--- src/rtl/lba_pkg.sv ---
// Shared types and constants of the linear bump allocator.
// Depends on nothing; every other file imports it.
`timescale 1ns / 1ps

package lba_pkg;

  localparam int ADDR_W  = 32;
  localparam int LEN_W   = 25;
  localparam int ALIGN_W = 4;
  localparam int PAD_W   = 12;

  // Input opcodes
  localparam logic [1:0] OP_ALLOC  = 2'd0;
  localparam logic [1:0] OP_RESIZE = 2'd1;
  localparam logic [1:0] OP_FREE   = 2'd2;

  // Result status codes
  localparam logic [1:0] ST_OK      = 2'd0;
  localparam logic [1:0] ST_NOSPACE = 2'd1;
  localparam logic [1:0] ST_FOREIGN = 2'd2;

  // Configuration register indexes
  localparam logic [1:0] REG_BASE  = 2'd0;
  localparam logic [1:0] REG_LEN   = 2'd1;
  localparam logic [1:0] REG_ALIGN = 2'd2;

  localparam logic [ALIGN_W-1:0] ALIGN_MAX   = 4'd12;
  localparam logic [ALIGN_W-1:0] ALIGN_RESET = 4'd5;

  // Item classes decided by the front
  localparam logic [2:0] KIND_NOP     = 3'd0;
  localparam logic [2:0] KIND_FREE    = 3'd1;
  localparam logic [2:0] KIND_ALLOC   = 3'd2;
  localparam logic [2:0] KIND_FOREIGN = 3'd3;
  localparam logic [2:0] KIND_RESIZE  = 3'd4;

  typedef struct packed {
    logic [ADDR_W-1:0] base;
    logic [LEN_W-1:0]  usable;
    logic [PAD_W-1:0]  amask;
  } cfg_t;

  typedef struct packed {
    logic [2:0]        kind;
    logic [LEN_W-1:0]  req;
    logic [ADDR_W-1:0] olda;
    logic [ADDR_W-1:0] olda_off;   // old address minus base
    logic [LEN_W-1:0]  copy_len;   // min(old size, request)
    logic              grow;       // request above old size
    logic [LEN_W-1:0]  grow_len;   // request minus old size
    logic [ADDR_W-1:0] base_olds;  // base plus old size
  } cmd_t;

  typedef struct packed {
    logic [1:0]        status;
    logic [ADDR_W-1:0] block_address;
    logic [ADDR_W-1:0] clear_start;
    logic [LEN_W-1:0]  clear_length;
    logic [LEN_W-1:0]  copy_length;
  } res_t;

endpackage

--- src/rtl/lba_front.sv ---
// Front stage: accepts input items and classifies them against the configuration.
// Depends on lba_pkg.
`timescale 1ns / 1ps

module lba_front (
  input  logic                       clk,
  input  logic                       rst_n,
  input  lba_pkg::cfg_t              cfg,
  input  logic                       in_valid,
  output logic                       in_stall,
  input  logic [1:0]                 in_opcode,
  input  logic [lba_pkg::LEN_W-1:0]  in_request_size,
  input  logic [lba_pkg::LEN_W-1:0]  in_old_size,
  input  logic [lba_pkg::ADDR_W-1:0] in_old_address,
  output logic                       push_valid,
  input  logic                       push_ready,
  output lba_pkg::cmd_t              push_data
);
  import lba_pkg::*;

  logic  valid_r, valid_nxt;
  cmd_t  cmd_r, cmd_nxt;
  logic  accept;
  logic  in_arena;
  logic [ADDR_W:0] arena_end;

  assign in_stall   = valid_r & ~push_ready;
  assign accept     = in_valid & ~in_stall;
  assign push_valid = valid_r;
  assign push_data  = cmd_r;

  assign arena_end = {1'b0, cfg.base} + {{(ADDR_W + 1 - LEN_W){1'b0}}, cfg.usable};
  assign in_arena  = (in_old_address >= cfg.base) && ({1'b0, in_old_address} < arena_end);

  always_comb begin
    cmd_nxt.req       = in_request_size;
    cmd_nxt.olda      = in_old_address;
    cmd_nxt.olda_off  = in_old_address - cfg.base;
    cmd_nxt.grow      = in_request_size > in_old_size;
    cmd_nxt.copy_len  = cmd_nxt.grow ? in_old_size : in_request_size;
    cmd_nxt.grow_len  = in_request_size - in_old_size;
    cmd_nxt.base_olds = cfg.base + {{(ADDR_W - LEN_W){1'b0}}, in_old_size};
    case (in_opcode)
      OP_ALLOC:  cmd_nxt.kind = KIND_ALLOC;
      OP_RESIZE: begin
        if (in_old_address == '0 || in_old_size == '0) begin
          cmd_nxt.kind = KIND_ALLOC;
        end else if (!in_arena) begin
          cmd_nxt.kind = KIND_FOREIGN;
        end else begin
          cmd_nxt.kind = KIND_RESIZE;
        end
      end
      OP_FREE:   cmd_nxt.kind = KIND_FREE;
      default:   cmd_nxt.kind = KIND_NOP;
    endcase
  end

  always_comb begin
    if (accept) begin
      valid_nxt = 1'b1;
    end else if (push_ready) begin
      valid_nxt = 1'b0;
    end else begin
      valid_nxt = valid_r;
    end
  end

  always_ff @(posedge clk) begin
    if (!rst_n) begin
      valid_r <= 1'b0;
    end else begin
      valid_r <= valid_nxt;
    end
  end

  always_ff @(posedge clk) begin
    if (accept) begin
      cmd_r <= cmd_nxt;
    end
  end

endmodule

--- src/rtl/lba_queue.sv ---
// Two-entry queue of classified items between front and back.
// Depends on lba_pkg.
`timescale 1ns / 1ps

module lba_queue (
  input  logic          clk,
  input  logic          rst_n,
  input  logic          push_valid,
  output logic          push_ready,
  input  lba_pkg::cmd_t push_data,
  output logic          pop_valid,
  input  logic          pop_ready,
  output lba_pkg::cmd_t pop_data
);
  import lba_pkg::*;

  cmd_t       slot_r [2];
  logic       wr_ptr_r, wr_ptr_nxt;
  logic       rd_ptr_r, rd_ptr_nxt;
  logic [1:0] count_r, count_nxt;
  logic       do_push, do_pop;

  assign push_ready = count_r != 2'd2;
  assign pop_valid  = count_r != 2'd0;
  assign pop_data   = slot_r[rd_ptr_r];
  assign do_push    = push_valid & push_ready;
  assign do_pop     = pop_valid & pop_ready;

  always_comb begin
    wr_ptr_nxt = wr_ptr_r ^ do_push;
    rd_ptr_nxt = rd_ptr_r ^ do_pop;
    count_nxt  = count_r + {1'b0, do_push} - {1'b0, do_pop};
  end

  always_ff @(posedge clk) begin
    if (!rst_n) begin
      wr_ptr_r <= 1'b0;
      rd_ptr_r <= 1'b0;
      count_r  <= 2'd0;
    end else begin
      wr_ptr_r <= wr_ptr_nxt;
      rd_ptr_r <= rd_ptr_nxt;
      count_r  <= count_nxt;
    end
  end

  always_ff @(posedge clk) begin
    if (do_push) begin
      slot_r[wr_ptr_r] <= push_data;
    end
  end

endmodule

--- src/rtl/lba_back.sv ---
// Back stage: holds the arena offsets, carries out each item, registers the result.
// Depends on lba_pkg.
`timescale 1ns / 1ps

module lba_back (
  input  logic          clk,
  input  logic          rst_n,
  input  lba_pkg::cfg_t cfg,
  input  logic          pop_valid,
  output logic          pop_ready,
  input  lba_pkg::cmd_t pop_data,
  output logic          out_valid,
  input  logic          out_stall,
  output lba_pkg::res_t out_res
);
  import lba_pkg::*;

  logic [LEN_W-1:0] next_free_r, next_free_nxt;
  logic [LEN_W-1:0] last_block_r, last_block_nxt;
  logic             valid_r, valid_nxt;
  res_t             res_r, res_nxt;
  logic             fire;

  logic [PAD_W-1:0]  low_p, pad;
  logic [LEN_W:0]    off;
  logic [LEN_W+1:0]  end_a;
  logic              fit_a;
  logic [ADDR_W-1:0] addr_a;
  logic [LEN_W:0]    end_r;
  logic              fit_r;
  logic              in_place;

  assign pop_ready = ~valid_r | ~out_stall;
  assign fire      = pop_valid & pop_ready;
  assign out_valid = valid_r;
  assign out_res   = res_r;

  // Fresh allocation: pad the current end up to the alignment
  assign low_p  = cfg.base[PAD_W-1:0] + next_free_r[PAD_W-1:0];
  assign pad    = (~low_p + 1'b1) & cfg.amask;
  assign off    = {1'b0, next_free_r} + {{(LEN_W + 1 - PAD_W){1'b0}}, pad};
  assign end_a  = {1'b0, off} + {2'b00, pop_data.req};
  assign fit_a  = end_a <= {2'b00, cfg.usable};
  assign addr_a = cfg.base + {{(ADDR_W - LEN_W - 1){1'b0}}, off};

  // In-place resize of the most recent block
  assign in_place = pop_data.olda_off == {{(ADDR_W - LEN_W){1'b0}}, last_block_r};
  assign end_r    = {1'b0, last_block_r} + {1'b0, pop_data.req};
  assign fit_r    = end_r <= {1'b0, cfg.usable};

  always_comb begin
    next_free_nxt  = next_free_r;
    last_block_nxt = last_block_r;
    res_nxt        = '0;
    case (pop_data.kind)
      KIND_FREE: begin
        next_free_nxt  = '0;
        last_block_nxt = '0;
      end
      KIND_FOREIGN: res_nxt.status = ST_FOREIGN;
      KIND_ALLOC, KIND_RESIZE: begin
        if (pop_data.kind == KIND_RESIZE && in_place) begin
          if (fit_r) begin
            next_free_nxt         = end_r[LEN_W-1:0];
            res_nxt.status        = ST_OK;
            res_nxt.block_address = pop_data.olda;
            if (pop_data.grow) begin
              res_nxt.clear_start  = pop_data.base_olds
                                   + {{(ADDR_W - LEN_W){1'b0}}, last_block_r};
              res_nxt.clear_length = pop_data.grow_len;
            end
          end else begin
            res_nxt.status = ST_NOSPACE;
          end
        end else if (fit_a) begin
          last_block_nxt        = off[LEN_W-1:0];
          next_free_nxt         = end_a[LEN_W-1:0];
          res_nxt.status        = ST_OK;
          res_nxt.block_address = addr_a;
          res_nxt.clear_start   = (pop_data.req != '0) ? addr_a : '0;
          res_nxt.clear_length  = pop_data.req;
          if (pop_data.kind == KIND_RESIZE) begin
            res_nxt.copy_length = pop_data.copy_len;
          end
        end else begin
          res_nxt.status = ST_NOSPACE;
        end
      end
      default: res_nxt = '0;
    endcase
  end

  always_comb begin
    if (fire) begin
      valid_nxt = 1'b1;
    end else if (!out_stall) begin
      valid_nxt = 1'b0;
    end else begin
      valid_nxt = valid_r;
    end
  end

  always_ff @(posedge clk) begin
    if (!rst_n) begin
      valid_r      <= 1'b0;
      next_free_r  <= '0;
      last_block_r <= '0;
    end else begin
      valid_r <= valid_nxt;
      if (fire) begin
        next_free_r  <= next_free_nxt;
        last_block_r <= last_block_nxt;
      end
    end
  end

  always_ff @(posedge clk) begin
    if (fire) begin
      res_r <= res_nxt;
    end
  end

endmodule

--- src/rtl/linear_bump_allocator.sv ---
// Linear bump allocator: each item passes the front register, the two-entry queue and the back result register.
// Throughput one item per cycle while no stage stalls; set by the offset update in the back stage.
// Front stage, two-entry queue and output register stall independently.
// Synchronous active-low reset clears both offsets, all valid flags and the queue,
// and sets base 0, length 0, alignment log2 5.
`timescale 1ns / 1ps

module linear_bump_allocator #(
  parameter int OFFSET_BITS = 24
) (
  input  logic                       clk,
  input  logic                       rst_n,
  // configuration write channel
  input  logic                       cfg_valid,
  output logic                       cfg_ready,
  input  logic [1:0]                 cfg_index,
  input  logic [31:0]                cfg_data,
  // input items
  input  logic                       in_valid,
  output logic                       in_stall,
  input  logic [1:0]                 in_opcode,
  input  logic [lba_pkg::LEN_W-1:0]  in_request_size,
  input  logic [lba_pkg::LEN_W-1:0]  in_old_size,
  input  logic [lba_pkg::ADDR_W-1:0] in_old_address,
  // result items
  output logic                       out_valid,
  input  logic                       out_stall,
  output logic [1:0]                 out_status,
  output logic [lba_pkg::ADDR_W-1:0] out_block_address,
  output logic [lba_pkg::ADDR_W-1:0] out_clear_start,
  output logic [lba_pkg::LEN_W-1:0]  out_clear_length,
  output logic [lba_pkg::LEN_W-1:0]  out_copy_length
);
  import lba_pkg::*;

  // Offsets above 2^OFFSET_BITS are not usable
  localparam logic [ADDR_W:0] OFFSET_LIMIT = (ADDR_W + 1)'(1) << OFFSET_BITS;

  logic [ADDR_W-1:0]  base_r;
  logic [LEN_W-1:0]   length_r;
  logic [ALIGN_W-1:0] align_r;
  logic [ALIGN_W-1:0] align_sat;
  logic [PAD_W:0]     align_span;
  logic               cfg_write;
  cfg_t               cfg;

  logic push_valid, push_ready, pop_valid, pop_ready;
  cmd_t push_data, pop_data;
  res_t out_res;

  // Always take writes: the user must change configuration only while the block is idle; the block does not enforce it
  assign cfg_ready = 1'b1;
  assign cfg_write = cfg_valid & cfg_ready;

  always_ff @(posedge clk) begin
    if (!rst_n) begin
      base_r   <= '0;
      length_r <= '0;
      align_r  <= ALIGN_RESET;
    end else if (cfg_write) begin
      case (cfg_index)
        REG_BASE:  base_r   <= cfg_data;
        REG_LEN:   length_r <= cfg_data[LEN_W-1:0];
        REG_ALIGN: align_r  <= cfg_data[ALIGN_W-1:0];
        default:   ;  // drop writes beyond the register list
      endcase
    end
  end

  // Saturate alignment at 4 KiB and clip the length to the offset range
  assign align_sat  = (align_r > ALIGN_MAX) ? ALIGN_MAX : align_r;
  assign align_span = (PAD_W + 1)'(1) << align_sat;

  always_comb begin
    cfg.base  = base_r;
    cfg.amask = align_span[PAD_W-1:0] - 1'b1;
    if ({{(ADDR_W + 1 - LEN_W){1'b0}}, length_r} < OFFSET_LIMIT) begin
      cfg.usable = length_r;
    end else begin
      cfg.usable = OFFSET_LIMIT[LEN_W-1:0];
    end
  end

  // Front: accept and classify
  lba_front u_front (
    .clk             (clk),
    .rst_n           (rst_n),
    .cfg             (cfg),
    .in_valid        (in_valid),
    .in_stall        (in_stall),
    .in_opcode       (in_opcode),
    .in_request_size (in_request_size),
    .in_old_size     (in_old_size),
    .in_old_address  (in_old_address),
    .push_valid      (push_valid),
    .push_ready      (push_ready),
    .push_data       (push_data)
  );

  // Queue: decouple front stalls from back stalls
  lba_queue u_queue (
    .clk        (clk),
    .rst_n      (rst_n),
    .push_valid (push_valid),
    .push_ready (push_ready),
    .push_data  (push_data),
    .pop_valid  (pop_valid),
    .pop_ready  (pop_ready),
    .pop_data   (pop_data)
  );

  // Back: update offsets and register the result
  lba_back u_back (
    .clk       (clk),
    .rst_n     (rst_n),
    .cfg       (cfg),
    .pop_valid (pop_valid),
    .pop_ready (pop_ready),
    .pop_data  (pop_data),
    .out_valid (out_valid),
    .out_stall (out_stall),
    .out_res   (out_res)
  );

  assign out_status        = out_res.status;
  assign out_block_address = out_res.block_address;
  assign out_clear_start   = out_res.clear_start;
  assign out_clear_length  = out_res.clear_length;
  assign out_copy_length   = out_res.copy_length;

endmodule
--- config.mk ---
export PLATFORM = sky130hd
export DESIGN_NAME = linear_bump_allocator
export DESIGN_NICKNAME = d
export VERILOG_FILES = /design/src/rtl/lba_pkg.sv /design/src/rtl/lba_front.sv /design/src/rtl/lba_queue.sv /design/src/rtl/lba_back.sv /design/src/rtl/linear_bump_allocator.sv
export SDC_FILE = /design/constraint.sdc
export NUM_CORES = 2
export LEC_CHECK = 0
export BUFFER_PORTS_ARGS = -buffer_cell sky130_fd_sc_hd__buf_2
export CAP_MARGIN = 15
export CORE_UTILIZATION = 51
export CTS_CLUSTER_DIAMETER = 60
export CTS_CLUSTER_SIZE = 30
export DETAILED_ROUTE_END_ITERATION = 16
export PLACE_DENSITY = 0.69
export SYNTH_ARGS = -nofsm -noshare
export SYNTH_HDL_FRONTEND = slang
export SYNTH_HIERARCHICAL = 1
export SYNTH_SLANG_ARGS = --single-unit
--- constraint.sdc ---
create_clock -name clk -period 12.3 [get_ports clk]
set_input_delay 1.845 -clock clk [delete_from_list [all_inputs] [get_ports clk]]
set_output_delay 1.845 -clock clk [all_outputs]
set_load 0.005 [all_outputs]
==> results_dict.tcl <==
set metrics [dict create \
    status "finished, final reports clean" \
    clock_sink_count 759 \
    ant_nets 0 \
    p_total_uw 8130 \
    mappedNetlistNets 4258 \
    postSynthRegisterBits 759 \
    cp.arrival_ns 11.49 \
    cp-start-kind "flop" \
    clkSlewWorstSetupHoldPaths_ns 0.11 \
    number_of_enable_type_register_cells_in_the_synthesized_netlist 641 \
    share_of_cells_above_drive_strength_1 0.147 \
    share_clk_of_total_power 0.245 \
    fp.dieW_um 292 \
    final-max-slew-violation-count 0 \
    synth.area.top_cells "sky130_fd_sc_hd__edfxtp_1, sky130_fd_sc_hd__ha_1, sky130_fd_sc_hd__dfxtp_1" \
    yosysTopAreaCellShare 0.448 \
    cts_resized 0 \
    worst_ir_drop_vdd_mv 0.111 \
    fin_nets 4475 \
    timing.max_cap.violations 0 \
    drtIter0Drc 2976 \
    netlist_instances 3809 \
    sequential_cell_area_sq_mm 0.0216 \
    first_pass_grt_wire_length_um 189000 \
    cts_made_buffers 51 \
    synth_commonest_cells "sky130_fd_sc_hd__edfxtp_1, sky130_fd_sc_hd__nand2_1, sky130_fd_sc_hd__ha_1, sky130_fd_sc_hd__a21oi_1, sky130_fd_sc_hd__nor2_1" \
    crit_slowest_cell "sky130_fd_sc_hd__a31oi_1" \
    setup.worst_path.end_class "flop" \
    synth.most_common_cell "sky130_fd_sc_hd__edfxtp_1" \
    timing.setup.tns_ns 0 \
    worst_slew_pin_slew_ns 1.18 \
    finish.instance_area_sq_mm 0.0473 \
    synthesis.area_sq_mm 0.0429 \
    grt_pass1_vias 29250 \
    grt_max_degree 77 \
    achievable-frequency_mhz 90.0 \
    syn_avg_cell_area_sq_um 11.3 \
    static_leakage_uw 0.0183 \
    power_frac_seq 0.423 \
    fp.coreArea_sq_mm 0.0836 \
    detail_route.drc_violations 0 \
    crit_required_ns 12.68 \
    switching_share 0.367 \
    tritoncts "built" \
    die_height_um 292 \
    areaGrowthSynthToFinish_pct 10.1 \
    drt_first_pass_iters 14 \
    setup_viol_count_final 0 \
    switchingPower_uw 2980 \
    synthArstFlopShare 0 \
    synthDominantAreaCellType "sky130_fd_sc_hd__edfxtp_1" \
    finalClockSkew_ns 0.0386 \
    global_route.overflow_total 0 \
    port_buffers 240 \
    io_pins 242 \
    ys.flop_type "sky130_fd_sc_hd__edfxtp_1" \
    ctsHoldBuffers 0 \
    rsz0062_at_grt "no" \
    clk_root_buffer_cell "sky130_fd_sc_hd__clkbuf_16" \
    route.vias.total 31564 \
    multiInputGateArea_sq_mm 0.0202 \
    relative_contribution_of_combinational_cells_to_total_power 0.333 \
    cts_buffer_depth 3 \
    post-route-period-util 0.903 \
    synth_cell_type_count 86 \
    cpPeakStageDelay_ns 0.94 \
    hold_violations 0 \
    routed_wirelength_um 130000 \
    grt_antenna_before_repair 5 \
    powerDensity_mw_per_mm2 172 \
    cell_internal_pwr_uw 5150 \
    clock_latency_ns 0.66 \
    rows 106 \
    timing.critical_path.fanout_max 20 \
    whs_ns 0.430 \
    post-cts-setup-buffer-count 0 \
    cts_max_level 2 \
    maxSlewHeadroom 0.212 \
    criticalPathCategory "reg2reg" \
    post-route-min-period_ns 11.11 \
    drt-vias-per-instance 6.13 \
    dieArea_sq_mm 0.0854 \
    placed_cell_area_sq_mm 0.0453 \
    yosys_warnings 6 \
    timing.hold.worst.class "reg2reg" \
    dpl.hpwl_um 98300 \
    nFillCells 7101 \
    gp_congestion 1.01 \
    initial_core_util 0.514 \
    gr-usage-all-layers 0.298 \
    timing.critical_path.mode_cell "sky130_fd_sc_hd__o21ai_0" \
    synth-seq-area-share 0.503 \
    wl_per_cell_um 25.3 \
]
==> flip-flops by register name, indices dropped and copies added (netlist names), named ones only <==
| register | flops |
|---|---|
| u_queue/slot_r | 350 |
| u_back/last_block_r | 25 |
| u_queue/count_r | 2 |
| base_r | 32 |
| u_back/out_res | 116 |
| u_queue/rd_ptr_r | 1 |
| u_back/next_free_r | 25 |
| align_r | 4 |
| u_queue/wr_ptr_r | 1 |
| u_back/out_valid | 1 |
| u_front/push_data | 175 |
| u_front/push_valid | 1 |
| length_r | 25 |
==> metal layers <==
layer	routed length, um	global-route usage	vias up
met5	26	0	-
met4	5970	0.126	4
met3	9360	0.0411	239
met2	60200	0.480	1323
met1	54500	0.404	15321
li1	-	-	14677
==> power by group through the flow <==
| stage | Clock [uW] | Sequential [uW] | Combinational [uW] |
|---|---|---|---|
| 6_report | 1990 | 3440 | 2700 |
| 5_1_grt | 2100 | 3470 | 2880 |
| 4_1_cts | 2020 | 3440 | 2660 |
| 3_5_place_dp | 0 | 3500 | 2640 |
| 3_3_place_gp | 0 | 3490 | 2640 |
| 2_1_floorplan | 0 | 3480 | 1710 |
==> path summary, 6_finish.rpt <==
| kind | startpoint | to | slack, ns | depth (start not counted) |
|---|---|---|---|---|
| setup / recovery | base_r[1] | u_back/out_res[86] | 1.19 | 41 |
| hold / removal | u_front/push_data[32] | u_queue/slot_r[1][32] | 0.43 | 0 |
| setup reg to reg | base_r[1] | u_back/out_res[86] | 1.19 | 41 |
| hold reg to reg | u_front/push_data[32] | u_queue/slot_r[1][32] | 0.43 | 0 |
==> layout make-up <==
cell class | instances | area share
flip-flops and latches | 759 | 0.457
clock inverters | 45 | 0.0143
diodes | 2 | 0.000106
clock buffers | 51 | 0.0270
repair buffers | 286 | 0.0327
well taps | 1080 | 0.0286
inverters | 162 | 0.0129
multi-input cells | 2766 | 0.427
==> stage by stage <==
stage / std cells / worst slack, ns / utilization
finish: 5151 / 1.19 / 0.566
global route: 5150 / 0.257 / 0.566
CTS: 5149 / 1.44 / 0.566
detailed placement: 5053 / 1.52 / 0.543
global placement: 5053 / 1.70 / 0.543
floorplan: 3809 / 2.17 / -
==> worst max-delay path: cells and delay by family, from the launching register on <==
kind / cells / cell delay, ns
fa+ha+maj: 4 / 1.50
compound gates: 16 / 4.10
buf+inv: 3 / 0.81
simple gates: 16 / 3.32
flops: 1 / 0.56
xor+xnor: 2 / 0.53
==> placed cells by master, fill, tap and decap left out, types with 100 or more instances in the layout <==
master	n
sky130_fd_sc_hd__a21o_1	100
sky130_fd_sc_hd__a21oi_1	211
sky130_fd_sc_hd__buf_2	240
sky130_fd_sc_hd__dfxtp_1	117
sky130_fd_sc_hd__edfxtp_1	641
sky130_fd_sc_hd__ha_1	315
sky130_fd_sc_hd__inv_1	159
sky130_fd_sc_hd__mux2_2	176
sky130_fd_sc_hd__nand2_1	364
sky130_fd_sc_hd__nor2_1	204
sky130_fd_sc_hd__o21ai_0	146
sky130_fd_sc_hd__xnor2_1	181
==> kinds of logic (layout without fill, tap and decap cells) <==
kind of cell | count (synthesis) | count (layout) | synth area share
other cells | 1 | 3 | 0.0000873
buf+inv | 284 | 544 | 0.0289
fa+ha+maj | 326 | 326 | 0.0967
compound gates | 900 | 900 | 0.142
xor+xnor | 263 | 263 | 0.0536
mux | 225 | 225 | 0.0576
flops | 759 | 759 | 0.503
simple gates | 1051 | 1051 | 0.118
(Power assumes the default switching activity.)
